## src/rtl/ufrt_pkg.sv

```systemverilog
package ufrt_pkg;

    localparam int unsigned BUF_DEPTH_DEF = 256;
    localparam int unsigned POS_W         = 9;
    localparam int unsigned QUEUE_DEPTH   = 4;
    localparam int unsigned QPTR_W        = $clog2(QUEUE_DEPTH);

    localparam logic [7:0] FIRST_MATCH_RST  = 8'h01;
    localparam logic [7:0] SECOND_MATCH_RST = 8'd3;
    localparam logic [7:0] RELOAD_RST       = 8'd5;

    typedef enum logic [1:0] {
        OP_BYTE    = 2'd0,
        OP_TICK    = 2'd1,
        OP_READ    = 2'd2,
        OP_RELEASE = 2'd3
    } op_t;

    typedef enum logic [1:0] {
        REG_FIRST_MATCH  = 2'd0,
        REG_SECOND_MATCH = 2'd1,
        REG_RELOAD       = 2'd2
    } reg_idx_t;

    typedef enum logic [2:0] {
        EV_NONE    = 3'd0,
        EV_REJECT  = 3'd1,
        EV_COUNT   = 3'd2,
        EV_TIMEOUT = 3'd3,
        EV_IGNORED = 3'd4
    } ev_t;

    // One classified word handed from the front to the back.
    typedef struct packed {
        ev_t              ev;
        logic             frame_ready;
        logic [POS_W-1:0] frame_len;
        logic             wr;
        logic             rd;
        logic [POS_W-1:0] pos;
        logic [7:0]       data;
    } entry_t;

    typedef struct packed {
        logic full;
        logic valid;
    } q_stat_t;

endpackage

```

## src/rtl/ufrt_in_if.sv

```systemverilog
interface ufrt_in_if;
    logic       valid;
    logic       ready;
    logic [1:0] opcode;
    logic [7:0] rx_byte;
    logic [7:0] read_index;

    modport source (output valid, output opcode, output rx_byte, output read_index,
                    input ready);
    modport sink (input valid, input opcode, input rx_byte, input read_index,
                  output ready);
endinterface

```

## src/rtl/ufrt_out_if.sv

```systemverilog
interface ufrt_out_if;
    logic       valid;
    logic       ready;
    logic [2:0] event_res;
    logic       frame_ready;
    logic [8:0] frame_len;
    logic [7:0] read_data;

    modport source (output valid, output event_res, output frame_ready, output frame_len,
                    output read_data, input ready);
    modport sink (input valid, input event_res, input frame_ready, input frame_len,
                  input read_data, output ready);
endinterface

```

## src/rtl/ufrt_cfg_if.sv

```systemverilog
interface ufrt_cfg_if;
    logic       valid;
    logic       ready;
    logic [1:0] index;
    logic [7:0] data;

    modport source (output valid, output index, output data, input ready);
    modport sink (input valid, input index, input data, output ready);
endinterface

```

## src/rtl/ufrt_front.sv

```systemverilog
module ufrt_front (
    input  logic            clk,
    input  logic            rst_n,
    ufrt_in_if.sink         item,
    ufrt_cfg_if.sink        cfg,
    input  logic            stall,
    output logic            push,
    output ufrt_pkg::entry_t ent
);
    import ufrt_pkg::*;

    localparam logic [POS_W-1:0] POS_ADDR  = POS_W'(1);
    localparam logic [POS_W-1:0] POS_FUNC  = POS_W'(2);
    localparam logic [POS_W-1:0] POS_COUNT = POS_W'(3);

    logic [POS_W-1:0] wp_reg, wp_next, wp_inc;
    logic [7:0]       left_reg, left_next, left_dec;
    logic             done_reg, done_next;
    logic [7:0]       sil_reg, sil_next;
    logic [POS_W-1:0] len_reg, len_next;
    logic [7:0]       match0_reg, match1_reg, reload_reg;
    op_t              op;

    assign item.ready = !stall;
    assign cfg.ready  = 1'b1;
    assign push       = item.valid && !stall;
    assign op         = op_t'(item.opcode);

    always_comb
    begin
        wp_inc    = wp_reg + POS_W'(1);
        left_dec  = left_reg - 8'd1;
        wp_next   = wp_reg;
        left_next = left_reg;
        done_next = done_reg;
        sil_next  = sil_reg;
        len_next  = len_reg;
        ent       = '0;
        ent.ev    = EV_NONE;
        ent.pos   = {1'b0, item.read_index};
        ent.data  = item.rx_byte;
        case (op)
            OP_BYTE:
            begin
                if (done_reg)
                begin
                    ent.ev = EV_IGNORED;
                end
                else
                begin
                    sil_next = reload_reg;
                    wp_next  = wp_inc;
                    if (wp_inc == POS_ADDR)
                    begin
                        if (item.rx_byte == match0_reg)
                        begin
                            ent.wr  = 1'b1;
                            ent.pos = '0;
                        end
                        else
                        begin
                            wp_next = '0;
                            ent.ev  = EV_REJECT;
                        end
                    end
                    else if (wp_inc == POS_FUNC)
                    begin
                        if (item.rx_byte == match1_reg)
                        begin
                            ent.wr  = 1'b1;
                            ent.pos = POS_ADDR;
                        end
                        else
                        begin
                            wp_next = '0;
                            ent.ev  = EV_REJECT;
                        end
                    end
                    else if (wp_inc == POS_COUNT)
                    begin
                        left_next = item.rx_byte + 8'd2;
                    end
                    else
                    begin
                        // store at the position just received; a wrapped position is dropped
                        left_next = left_dec;
                        ent.wr    = (wp_inc != '0);
                        ent.pos   = wp_inc - POS_W'(1);
                        if (left_dec == '0)
                        begin
                            len_next  = wp_inc;
                            wp_next   = '0;
                            done_next = 1'b1;
                            ent.ev    = EV_COUNT;
                        end
                    end
                end
            end
            OP_TICK:
            begin
                if (sil_reg != '0)
                begin
                    sil_next = sil_reg - 8'd1;
                end
                else if (wp_reg != '0)
                begin
                    done_next = 1'b1;
                    len_next  = wp_reg;
                    wp_next   = '0;
                    ent.ev    = EV_TIMEOUT;
                end
            end
            OP_READ:
            begin
                ent.rd = 1'b1;
            end
            OP_RELEASE:
            begin
                done_next = 1'b0;
            end
            default:
            begin
                ent.ev = EV_NONE;
            end
        endcase
        ent.frame_ready = done_next;
        ent.frame_len   = len_next;
    end

    always_ff @(posedge clk or negedge rst_n)
    begin
        if (!rst_n)
        begin
            wp_reg   <= '0;
            left_reg <= '0;
            done_reg <= 1'b0;
            sil_reg  <= '0;
            len_reg  <= '0;
        end
        else if (push)
        begin
            wp_reg   <= wp_next;
            left_reg <= left_next;
            done_reg <= done_next;
            sil_reg  <= sil_next;
            len_reg  <= len_next;
        end
    end

    always_ff @(posedge clk or negedge rst_n)
    begin
        if (!rst_n)
        begin
            match0_reg <= FIRST_MATCH_RST;
            match1_reg <= SECOND_MATCH_RST;
            reload_reg <= RELOAD_RST;
        end
        else if (cfg.valid)
        begin
            case (reg_idx_t'(cfg.index))
                REG_FIRST_MATCH:  match0_reg <= cfg.data;
                REG_SECOND_MATCH: match1_reg <= cfg.data;
                REG_RELOAD:       reload_reg <= cfg.data;
                default:          reload_reg <= reload_reg;
            endcase
        end
    end

endmodule

```

## src/rtl/ufrt_queue.sv

```systemverilog
module ufrt_queue (
    input  logic              clk,
    input  logic              rst_n,
    input  logic              push,
    input  ufrt_pkg::entry_t  push_ent,
    input  logic              pop,
    output ufrt_pkg::entry_t  head,
    output ufrt_pkg::q_stat_t stat
);
    import ufrt_pkg::*;

    entry_t            slot_reg [QUEUE_DEPTH];
    logic [QPTR_W-1:0] wr_ptr_reg, rd_ptr_reg;
    logic [QPTR_W:0]   cnt_reg, cnt_next;

    assign head       = slot_reg[rd_ptr_reg];
    assign stat.full  = (cnt_reg == (QPTR_W+1)'(QUEUE_DEPTH));
    assign stat.valid = (cnt_reg != '0);

    always_comb
    begin
        cnt_next = cnt_reg;
        if (push && !pop)
        begin
            cnt_next = cnt_reg + (QPTR_W+1)'(1);
        end
        else if (pop && !push)
        begin
            cnt_next = cnt_reg - (QPTR_W+1)'(1);
        end
    end

    always_ff @(posedge clk or negedge rst_n)
    begin
        if (!rst_n)
        begin
            wr_ptr_reg <= '0;
            rd_ptr_reg <= '0;
            cnt_reg    <= '0;
        end
        else
        begin
            cnt_reg <= cnt_next;
            if (push)
            begin
                wr_ptr_reg <= wr_ptr_reg + QPTR_W'(1);
            end
            if (pop)
            begin
                rd_ptr_reg <= rd_ptr_reg + QPTR_W'(1);
            end
        end
    end

    always_ff @(posedge clk)
    begin
        if (push)
        begin
            slot_reg[wr_ptr_reg] <= push_ent;
        end
    end

endmodule

```

## src/rtl/ufrt_back.sv

```systemverilog
module ufrt_back #(
    parameter int unsigned BUF_DEPTH = ufrt_pkg::BUF_DEPTH_DEF
) (
    input  logic             clk,
    input  logic             rst_n,
    input  ufrt_pkg::entry_t head,
    input  logic             head_valid,
    output logic             pop,
    output logic             busy,
    ufrt_out_if.source       result
);
    import ufrt_pkg::*;

    localparam int unsigned          AW     = $clog2(BUF_DEPTH);
    localparam logic [AW-1:0]        LAST_A = AW'(BUF_DEPTH - 1);
    localparam logic [POS_W:0]       DEPTH_L = (POS_W+1)'(BUF_DEPTH);

    logic [7:0]    mem [BUF_DEPTH];
    logic          clr_busy_reg;
    logic [AW-1:0] clr_addr_reg;
    logic          out_valid_reg;
    ev_t           ev_reg;
    logic          rdy_reg;
    logic [POS_W-1:0] len_reg;
    logic [7:0]    rdata_reg;
    logic          in_range;
    logic [AW-1:0] addr;

    assign busy     = clr_busy_reg;
    assign in_range = ({1'b0, head.pos} < DEPTH_L);
    assign addr     = head.pos[AW-1:0];
    assign pop      = head_valid && !clr_busy_reg && (!out_valid_reg || result.ready);

    assign result.valid       = out_valid_reg;
    assign result.event_res   = ev_reg;
    assign result.frame_ready = rdy_reg;
    assign result.frame_len   = len_reg;
    assign result.read_data   = rdata_reg;

    // after reset, zero the buffer byte by byte from address zero up to the last address
    always_ff @(posedge clk or negedge rst_n)
    begin
        if (!rst_n)
        begin
            clr_busy_reg <= 1'b1;
            clr_addr_reg <= '0;
        end
        else if (clr_busy_reg)
        begin
            clr_addr_reg <= clr_addr_reg + AW'(1);
            if (clr_addr_reg == LAST_A)
            begin
                clr_busy_reg <= 1'b0;
            end
        end
    end

    always_ff @(posedge clk)
    begin
        if (clr_busy_reg)
        begin
            mem[clr_addr_reg] <= '0;
        end
        else if (pop && head.wr && in_range)
        begin
            mem[addr] <= head.data;
        end
    end

    always_ff @(posedge clk or negedge rst_n)
    begin
        if (!rst_n)
        begin
            out_valid_reg <= 1'b0;
        end
        else if (pop)
        begin
            out_valid_reg <= 1'b1;
        end
        else if (result.ready)
        begin
            out_valid_reg <= 1'b0;
        end
    end

    always_ff @(posedge clk)
    begin
        if (pop)
        begin
            ev_reg    <= head.ev;
            rdy_reg   <= head.frame_ready;
            len_reg   <= head.frame_len;
            rdata_reg <= (head.rd && in_range) ? mem[addr] : 8'd0;
        end
    end

endmodule

```

## src/rtl/uart_frame_receiver_with_timeout_unit.sv

```systemverilog
// Path: each input word is written into a queue slot, and the back registers its result word.
// Throughput: one input word per cycle while item.ready is high; the front updates all frame
// state for each accepted word, and the four-deep queue absorbs result-side stalls.
// Reset: rst_n is asynchronous; after release the back zeroes all BUF_DEPTH bytes of the
// frame buffer one byte per cycle, holding item.ready low; cfg writes are taken throughout.
module uart_frame_receiver_with_timeout_unit #(
    parameter int unsigned BUF_DEPTH = ufrt_pkg::BUF_DEPTH_DEF
) (
    input  logic       clk,
    input  logic       rst_n,
    ufrt_in_if.sink    item,
    ufrt_out_if.source result,
    ufrt_cfg_if.sink   cfg
);
    import ufrt_pkg::*;

    entry_t  push_ent;
    entry_t  head;
    q_stat_t q_stat;
    logic    push;
    logic    pop;
    logic    clr_busy;
    logic    stall;

    // hold the input off while the queue is full or the buffer is still being cleared
    assign stall = q_stat.full || clr_busy;

    // front: decode each word, advance frame state, classify the buffer access
    ufrt_front u_front (
        .clk   (clk),
        .rst_n (rst_n),
        .item  (item),
        .cfg   (cfg),
        .stall (stall),
        .push  (push),
        .ent   (push_ent)
    );

    // queue: decouple classification from buffer access and result delivery
    ufrt_queue u_queue (
        .clk      (clk),
        .rst_n    (rst_n),
        .push     (push),
        .push_ent (push_ent),
        .pop      (pop),
        .head     (head),
        .stat     (q_stat)
    );

    // back: perform the buffer write or read in order and register the result word
    ufrt_back #(
        .BUF_DEPTH (BUF_DEPTH)
    ) u_back (
        .clk        (clk),
        .rst_n      (rst_n),
        .head       (head),
        .head_valid (q_stat.valid),
        .pop        (pop),
        .busy       (clr_busy),
        .result     (result)
    );

    // no word enters while the buffer clear is running
    a_no_accept_in_clear: assert property (@(posedge clk) disable iff (!rst_n)
        clr_busy |-> !(item.valid && item.ready))
        else $error("input word taken during buffer clear");

    // a completed frame is held with a nonzero length
    a_done_holds: assert property (@(posedge clk) disable iff (!rst_n)
        result.valid && (result.event_res == EV_COUNT || result.event_res == EV_TIMEOUT)
        |-> result.frame_ready && (result.frame_len != '0))
        else $error("frame completion without held frame");

    // an ignored byte only happens while a frame is held
    a_ignore_held: assert property (@(posedge clk) disable iff (!rst_n)
        result.valid && (result.event_res == EV_IGNORED) |-> result.frame_ready)
        else $error("byte ignored with no frame held");

endmodule
```

## src/flat_wrapper.sv

```systemverilog
// flat-port wrapper written by rule: the top's interface ports become plain ports
module uart_frame_receiver_with_timeout_unit_flat import ufrt_pkg::*;
#(
    parameter int unsigned BUF_DEPTH = ufrt_pkg::BUF_DEPTH_DEF
)
  (clk, rst_n, item_valid, item_opcode, item_rx_byte, item_read_index, item_ready, result_valid, result_event_res, result_frame_ready, result_frame_len, result_read_data, result_ready, cfg_valid, cfg_index, cfg_data, cfg_ready);
  ufrt_in_if item_i ();
  ufrt_out_if result_i ();
  ufrt_cfg_if cfg_i ();
  input  logic clk;
  input  logic rst_n;
  input wire logic [$bits(item_i.valid)-1:0] item_valid;
  input wire logic [$bits(item_i.opcode)-1:0] item_opcode;
  input wire logic [$bits(item_i.rx_byte)-1:0] item_rx_byte;
  input wire logic [$bits(item_i.read_index)-1:0] item_read_index;
  output wire logic [$bits(item_i.ready)-1:0] item_ready;
  output wire logic [$bits(result_i.valid)-1:0] result_valid;
  output wire logic [$bits(result_i.event_res)-1:0] result_event_res;
  output wire logic [$bits(result_i.frame_ready)-1:0] result_frame_ready;
  output wire logic [$bits(result_i.frame_len)-1:0] result_frame_len;
  output wire logic [$bits(result_i.read_data)-1:0] result_read_data;
  input wire logic [$bits(result_i.ready)-1:0] result_ready;
  input wire logic [$bits(cfg_i.valid)-1:0] cfg_valid;
  input wire logic [$bits(cfg_i.index)-1:0] cfg_index;
  input wire logic [$bits(cfg_i.data)-1:0] cfg_data;
  output wire logic [$bits(cfg_i.ready)-1:0] cfg_ready;
  assign item_i.valid = item_valid;
  assign item_i.opcode = item_opcode;
  assign item_i.rx_byte = item_rx_byte;
  assign item_i.read_index = item_read_index;
  assign item_ready = item_i.ready;
  assign result_valid = result_i.valid;
  assign result_event_res = result_i.event_res;
  assign result_frame_ready = result_i.frame_ready;
  assign result_frame_len = result_i.frame_len;
  assign result_read_data = result_i.read_data;
  assign result_i.ready = result_ready;
  assign cfg_i.valid = cfg_valid;
  assign cfg_i.index = cfg_index;
  assign cfg_i.data = cfg_data;
  assign cfg_ready = cfg_i.ready;
  uart_frame_receiver_with_timeout_unit #(.BUF_DEPTH(BUF_DEPTH)) u_core (.clk(clk), .rst_n(rst_n), .item(item_i), .result(result_i), .cfg(cfg_i));
endmodule
```

## config.mk

```make
export PLATFORM = sky130hd
export DESIGN_NAME = uart_frame_receiver_with_timeout_unit_flat
export DESIGN_NICKNAME = d
export VERILOG_FILES = /design/src/rtl/ufrt_pkg.sv /design/src/rtl/ufrt_in_if.sv /design/src/rtl/ufrt_out_if.sv /design/src/rtl/ufrt_cfg_if.sv /design/src/rtl/ufrt_front.sv /design/src/rtl/ufrt_queue.sv /design/src/rtl/ufrt_back.sv /design/src/rtl/uart_frame_receiver_with_timeout_unit.sv /design/src/flat_wrapper.sv
export SDC_FILE = /design/constraint.sdc
export NUM_CORES = 2
export LEC_CHECK = 0
export BUFFER_PORTS_ARGS = -buffer_cell sky130_fd_sc_hd__clkbuf_2
export CAP_MARGIN = 20
export CORE_ASPECT_RATIO = 1.1
export CORE_UTILIZATION = 30
export CTS_CLUSTER_DIAMETER = 200
export DETAILED_ROUTE_END_ITERATION = 8
export PLACE_DENSITY_LB_ADDON = 0.12
export SLEW_MARGIN = 20
export SYNTH_ARGS = -nofsm -noshare
export SYNTH_HDL_FRONTEND = slang
export SYNTH_SLANG_ARGS = --single-unit
export TNS_END_PERCENT = 5
```

## constraint.sdc

```tcl
create_clock -name clk -period 8.8 [get_ports clk]
set_input_delay 0 -clock clk [delete_from_list [all_inputs] [get_ports clk]]
set_output_delay 0 -clock clk [all_outputs]
set_load 0.02 [all_outputs]
```

==> run metrics <==
Worst R2R Setup Slack 2.64 ns; final wirelength 281000 um; Reg power frac 0.361; first-pass GRT wire length 397000 um; share of cells above drive strength 1 0.166; Num CTS Buffers 262; Max-slew headroom 0.208; ys flop type edfxtp_1; most frequent cells in the layout 2197 x edfxtp_1, 413 x nand2_1, 374 x nor2_1; initial core utilization 0.302; Fmax 0.162 GHz; final hold slack 0.0740 ns; EDFF count, synth 2197; Setup Viol. Count Final 0; yosys warns 0; HPWL after detailed placement 170000 um; worst skew pair latency 0.89 ns; Syn Inst Count 5249; Synth Register Bits 2273; DR vias 49200; DR WL/cell 29.5 um; critical-path cell list mux4_4 -> buf_4 -> buf_12 -> mux2i_1 -> o22ai_1 -> a2111oi_1 -> buf_4 -> nor4b_1 -> nand4_1 -> o21ai_1; Internal Power 23.1 mW; M2 GR Usage 0.298; critical path class flop to flop; full die area 305000 sq um; critical path arrival 6.77 ns; total chip power 36.5 mW; number of max-cap violations 0; initial antenna violation count 8; Core Area 301000 sq um; Hold/Removal Path Class primary input to flop; Max VDD drop 282 uV; Pwr Density 349 nW/um^2; global routing usage on met1 0.246; final hold violation count 0; period utilization 0.700; RSZ-0062 raised after global routing false; Die H 579 um; switch share 0.368; Largest register FFs 2048; vias in the first global route 49900; Die X 527 um; post-layout util 0.347; DRT Pass-1 Iters 6; WP data required 9.41 ns; largest net degree at the start of global routing 169; Max Slew Vio Count 0; DRC Markers 0; Core Rows 211; busiest grt layer met2; Avg Cell Area, Syn 17.3 sq um; status finished, final reports clean; total congestion overflow 0; power share of the clock group 0.291; Setup Skew 0.0540 ns; GRT Resource Usage Total 0.182; synthesized net count 5298; async set-or-reset flop fraction in the synthesized netlist 0.0334; post-CTS setup buffer count 0; Synth Cell Area 90900 sq um; GP Congestion 0.835; Slew @ Worst Pin 1.18 ns; IO Pins 57; critical path endpoint category flop; DR vias/cell 5.16; Syn-to-layout area delta 15.0%; clock slew at reported path FFs 0.06 ns; H-tree Lvls 5; register area share after synthesis 0.747; post-synth cell types 75; Worst Path Max Fanout 109; met3 GRT Util 0.0277; Root Driver clkbuf_16; P_leak 33.9 nW; CTS tree yes; slowest stage cell, crit path mux4_4; Sw Pwr 13.4 mW; clk sink count 2273; startpoint types flop; initial drt markers 4140; max incr delay on CP 1.04 ns; Post-DRT Antenna Nets 0; commonest non-fill, non-tap cell in the layout edfxtp_1; combinational share of power 0.348; final setup TNS 0 ns; CP dominant cell by count buf_4; I/O Buffers 55; Final nets 5449; CTS Buffer Depth 4; Tmin final 6.16 ns
==> cells in the mapped netlist, drive strengths merged (36+ instances only) <==
cell / count / area [sq um]
a211oi: 65 / 488
a21oi: 104 / 521
a221oi: 36 / 315
a22oi: 73 / 548
a31oi: 36 / 225
buf: 177 / 1030
clkbuf: 143 / 537
dfrtp: 70 / 1750
edfxtp: 2197 / 66000
mux2: 68 / 766
mux2i: 363 / 3630
mux4: 272 / 6130
nand2: 429 / 1610
nand3: 103 / 515
nor2: 380 / 1430
nor2b: 63 / 394
o21ai: 116 / 581
o221ai: 49 / 467
o22ai: 55 / 344
==> area by class of cell <==
type / instances / area (sq um)
Inverter: 24 / 90.1
Multi-Input combinational cell: 2632 / 21600
Tap cell: 3940 / 4930
Antenna cell: 2 / 5.00
Clock buffer: 324 / 7000
Sequential cell: 2273 / 67900
Clock inverter: 132 / 1240
Timing Repair Buffer: 207 / 1750
Fill cell: 28500 / 196000
==> logic make-up (layout without fill, tap and decap cells) <==
logic type | after synthesis | after routing | share of synthesized area
other | 1 | 3 | 0.0000413
and+or+nand+nor | 1136 | 1136 | 0.0552
muxes | 703 | 703 | 0.116
AOI/OAI and AO/OA | 727 | 727 | 0.0570
buffers and inverters | 344 | 687 | 0.0182
DFF | 2273 | 2273 | 0.747
adders and majority gates | 16 | 16 | 0.00228
xor gates and xnor gates | 49 | 49 | 0.00472
==> path summary, 6_finish.rpt <==
| path | start | endpoint | cells after the start |
|---|---|---|---|
| setup / recovery | u_core.u_queue.rd_ptr_reg[0] | u_core.u_back.result.read_data[6] | 10 |
| hold reg to reg | u_core.u_queue.cnt_reg[2] | u_core.u_queue.cnt_reg[2] | 1 |
| min in group asynchronous | rst_n | u_core.u_front.match1_reg[2] | 4 |
| hold / removal | item_rx_byte[7] | u_core.u_queue.slot_reg[1][7] | 2 |
| max in group asynchronous | rst_n | u_core.u_queue.rd_ptr_reg[1] | 4 |
| setup reg to reg | u_core.u_queue.rd_ptr_reg[0] | u_core.u_back.result.read_data[6] | 10 |
==> worst max-delay path: cells and delay by family (launching register included) <==
family	cells	cell delay (ns)
flops	1	0.95
buf+inv	3	1.37
mux	2	1.76
simple gates	2	0.22
compound gates	3	1.36
==> power groups by stage <==
| stage | clock (mW) | sequential, mW | combinational (mW) |
|---|---|---|---|
| finish | 10.6 | 13.2 | 12.7 |
| global route | 11.3 | 13.2 | 13.4 |
| CTS | 10.9 | 13.2 | 12.9 |
| detailed placement | 0 | 13.4 | 12.9 |
| global placement | 0 | 13.4 | 12.9 |
| floorplan | 0 | 13.6 | 7.54 |
==> metal layers <==
layer / share of wire / routed length, um
met3: 0.046 / 13000
met2: 0.48 / 134000
met5: 0 / 0
met1: 0.44 / 124000
met4: 0.035 / 9730
==> repair_timing <==
| action | in CTS | in global routing |
|---|---|---|
| hold buffers | 47 | 0 |
| endpoints found under the hold margin | 214 | 0 |
| gates resized for setup | 0 | 0 |
==> metrics by stage <==
step	instance area [sq um]	instances	worst slack [ns]
6_report	105000	9534	2.64
5_1_grt	105000	9533	2.45
4_1_cts	105000	9531	2.45
3_5_place_dp	95800	9028	2.46
3_3_place_gp	95800	9026	2.45
2_1_floorplan	90900	5249	-0.650
(Power assumes the default switching activity.)
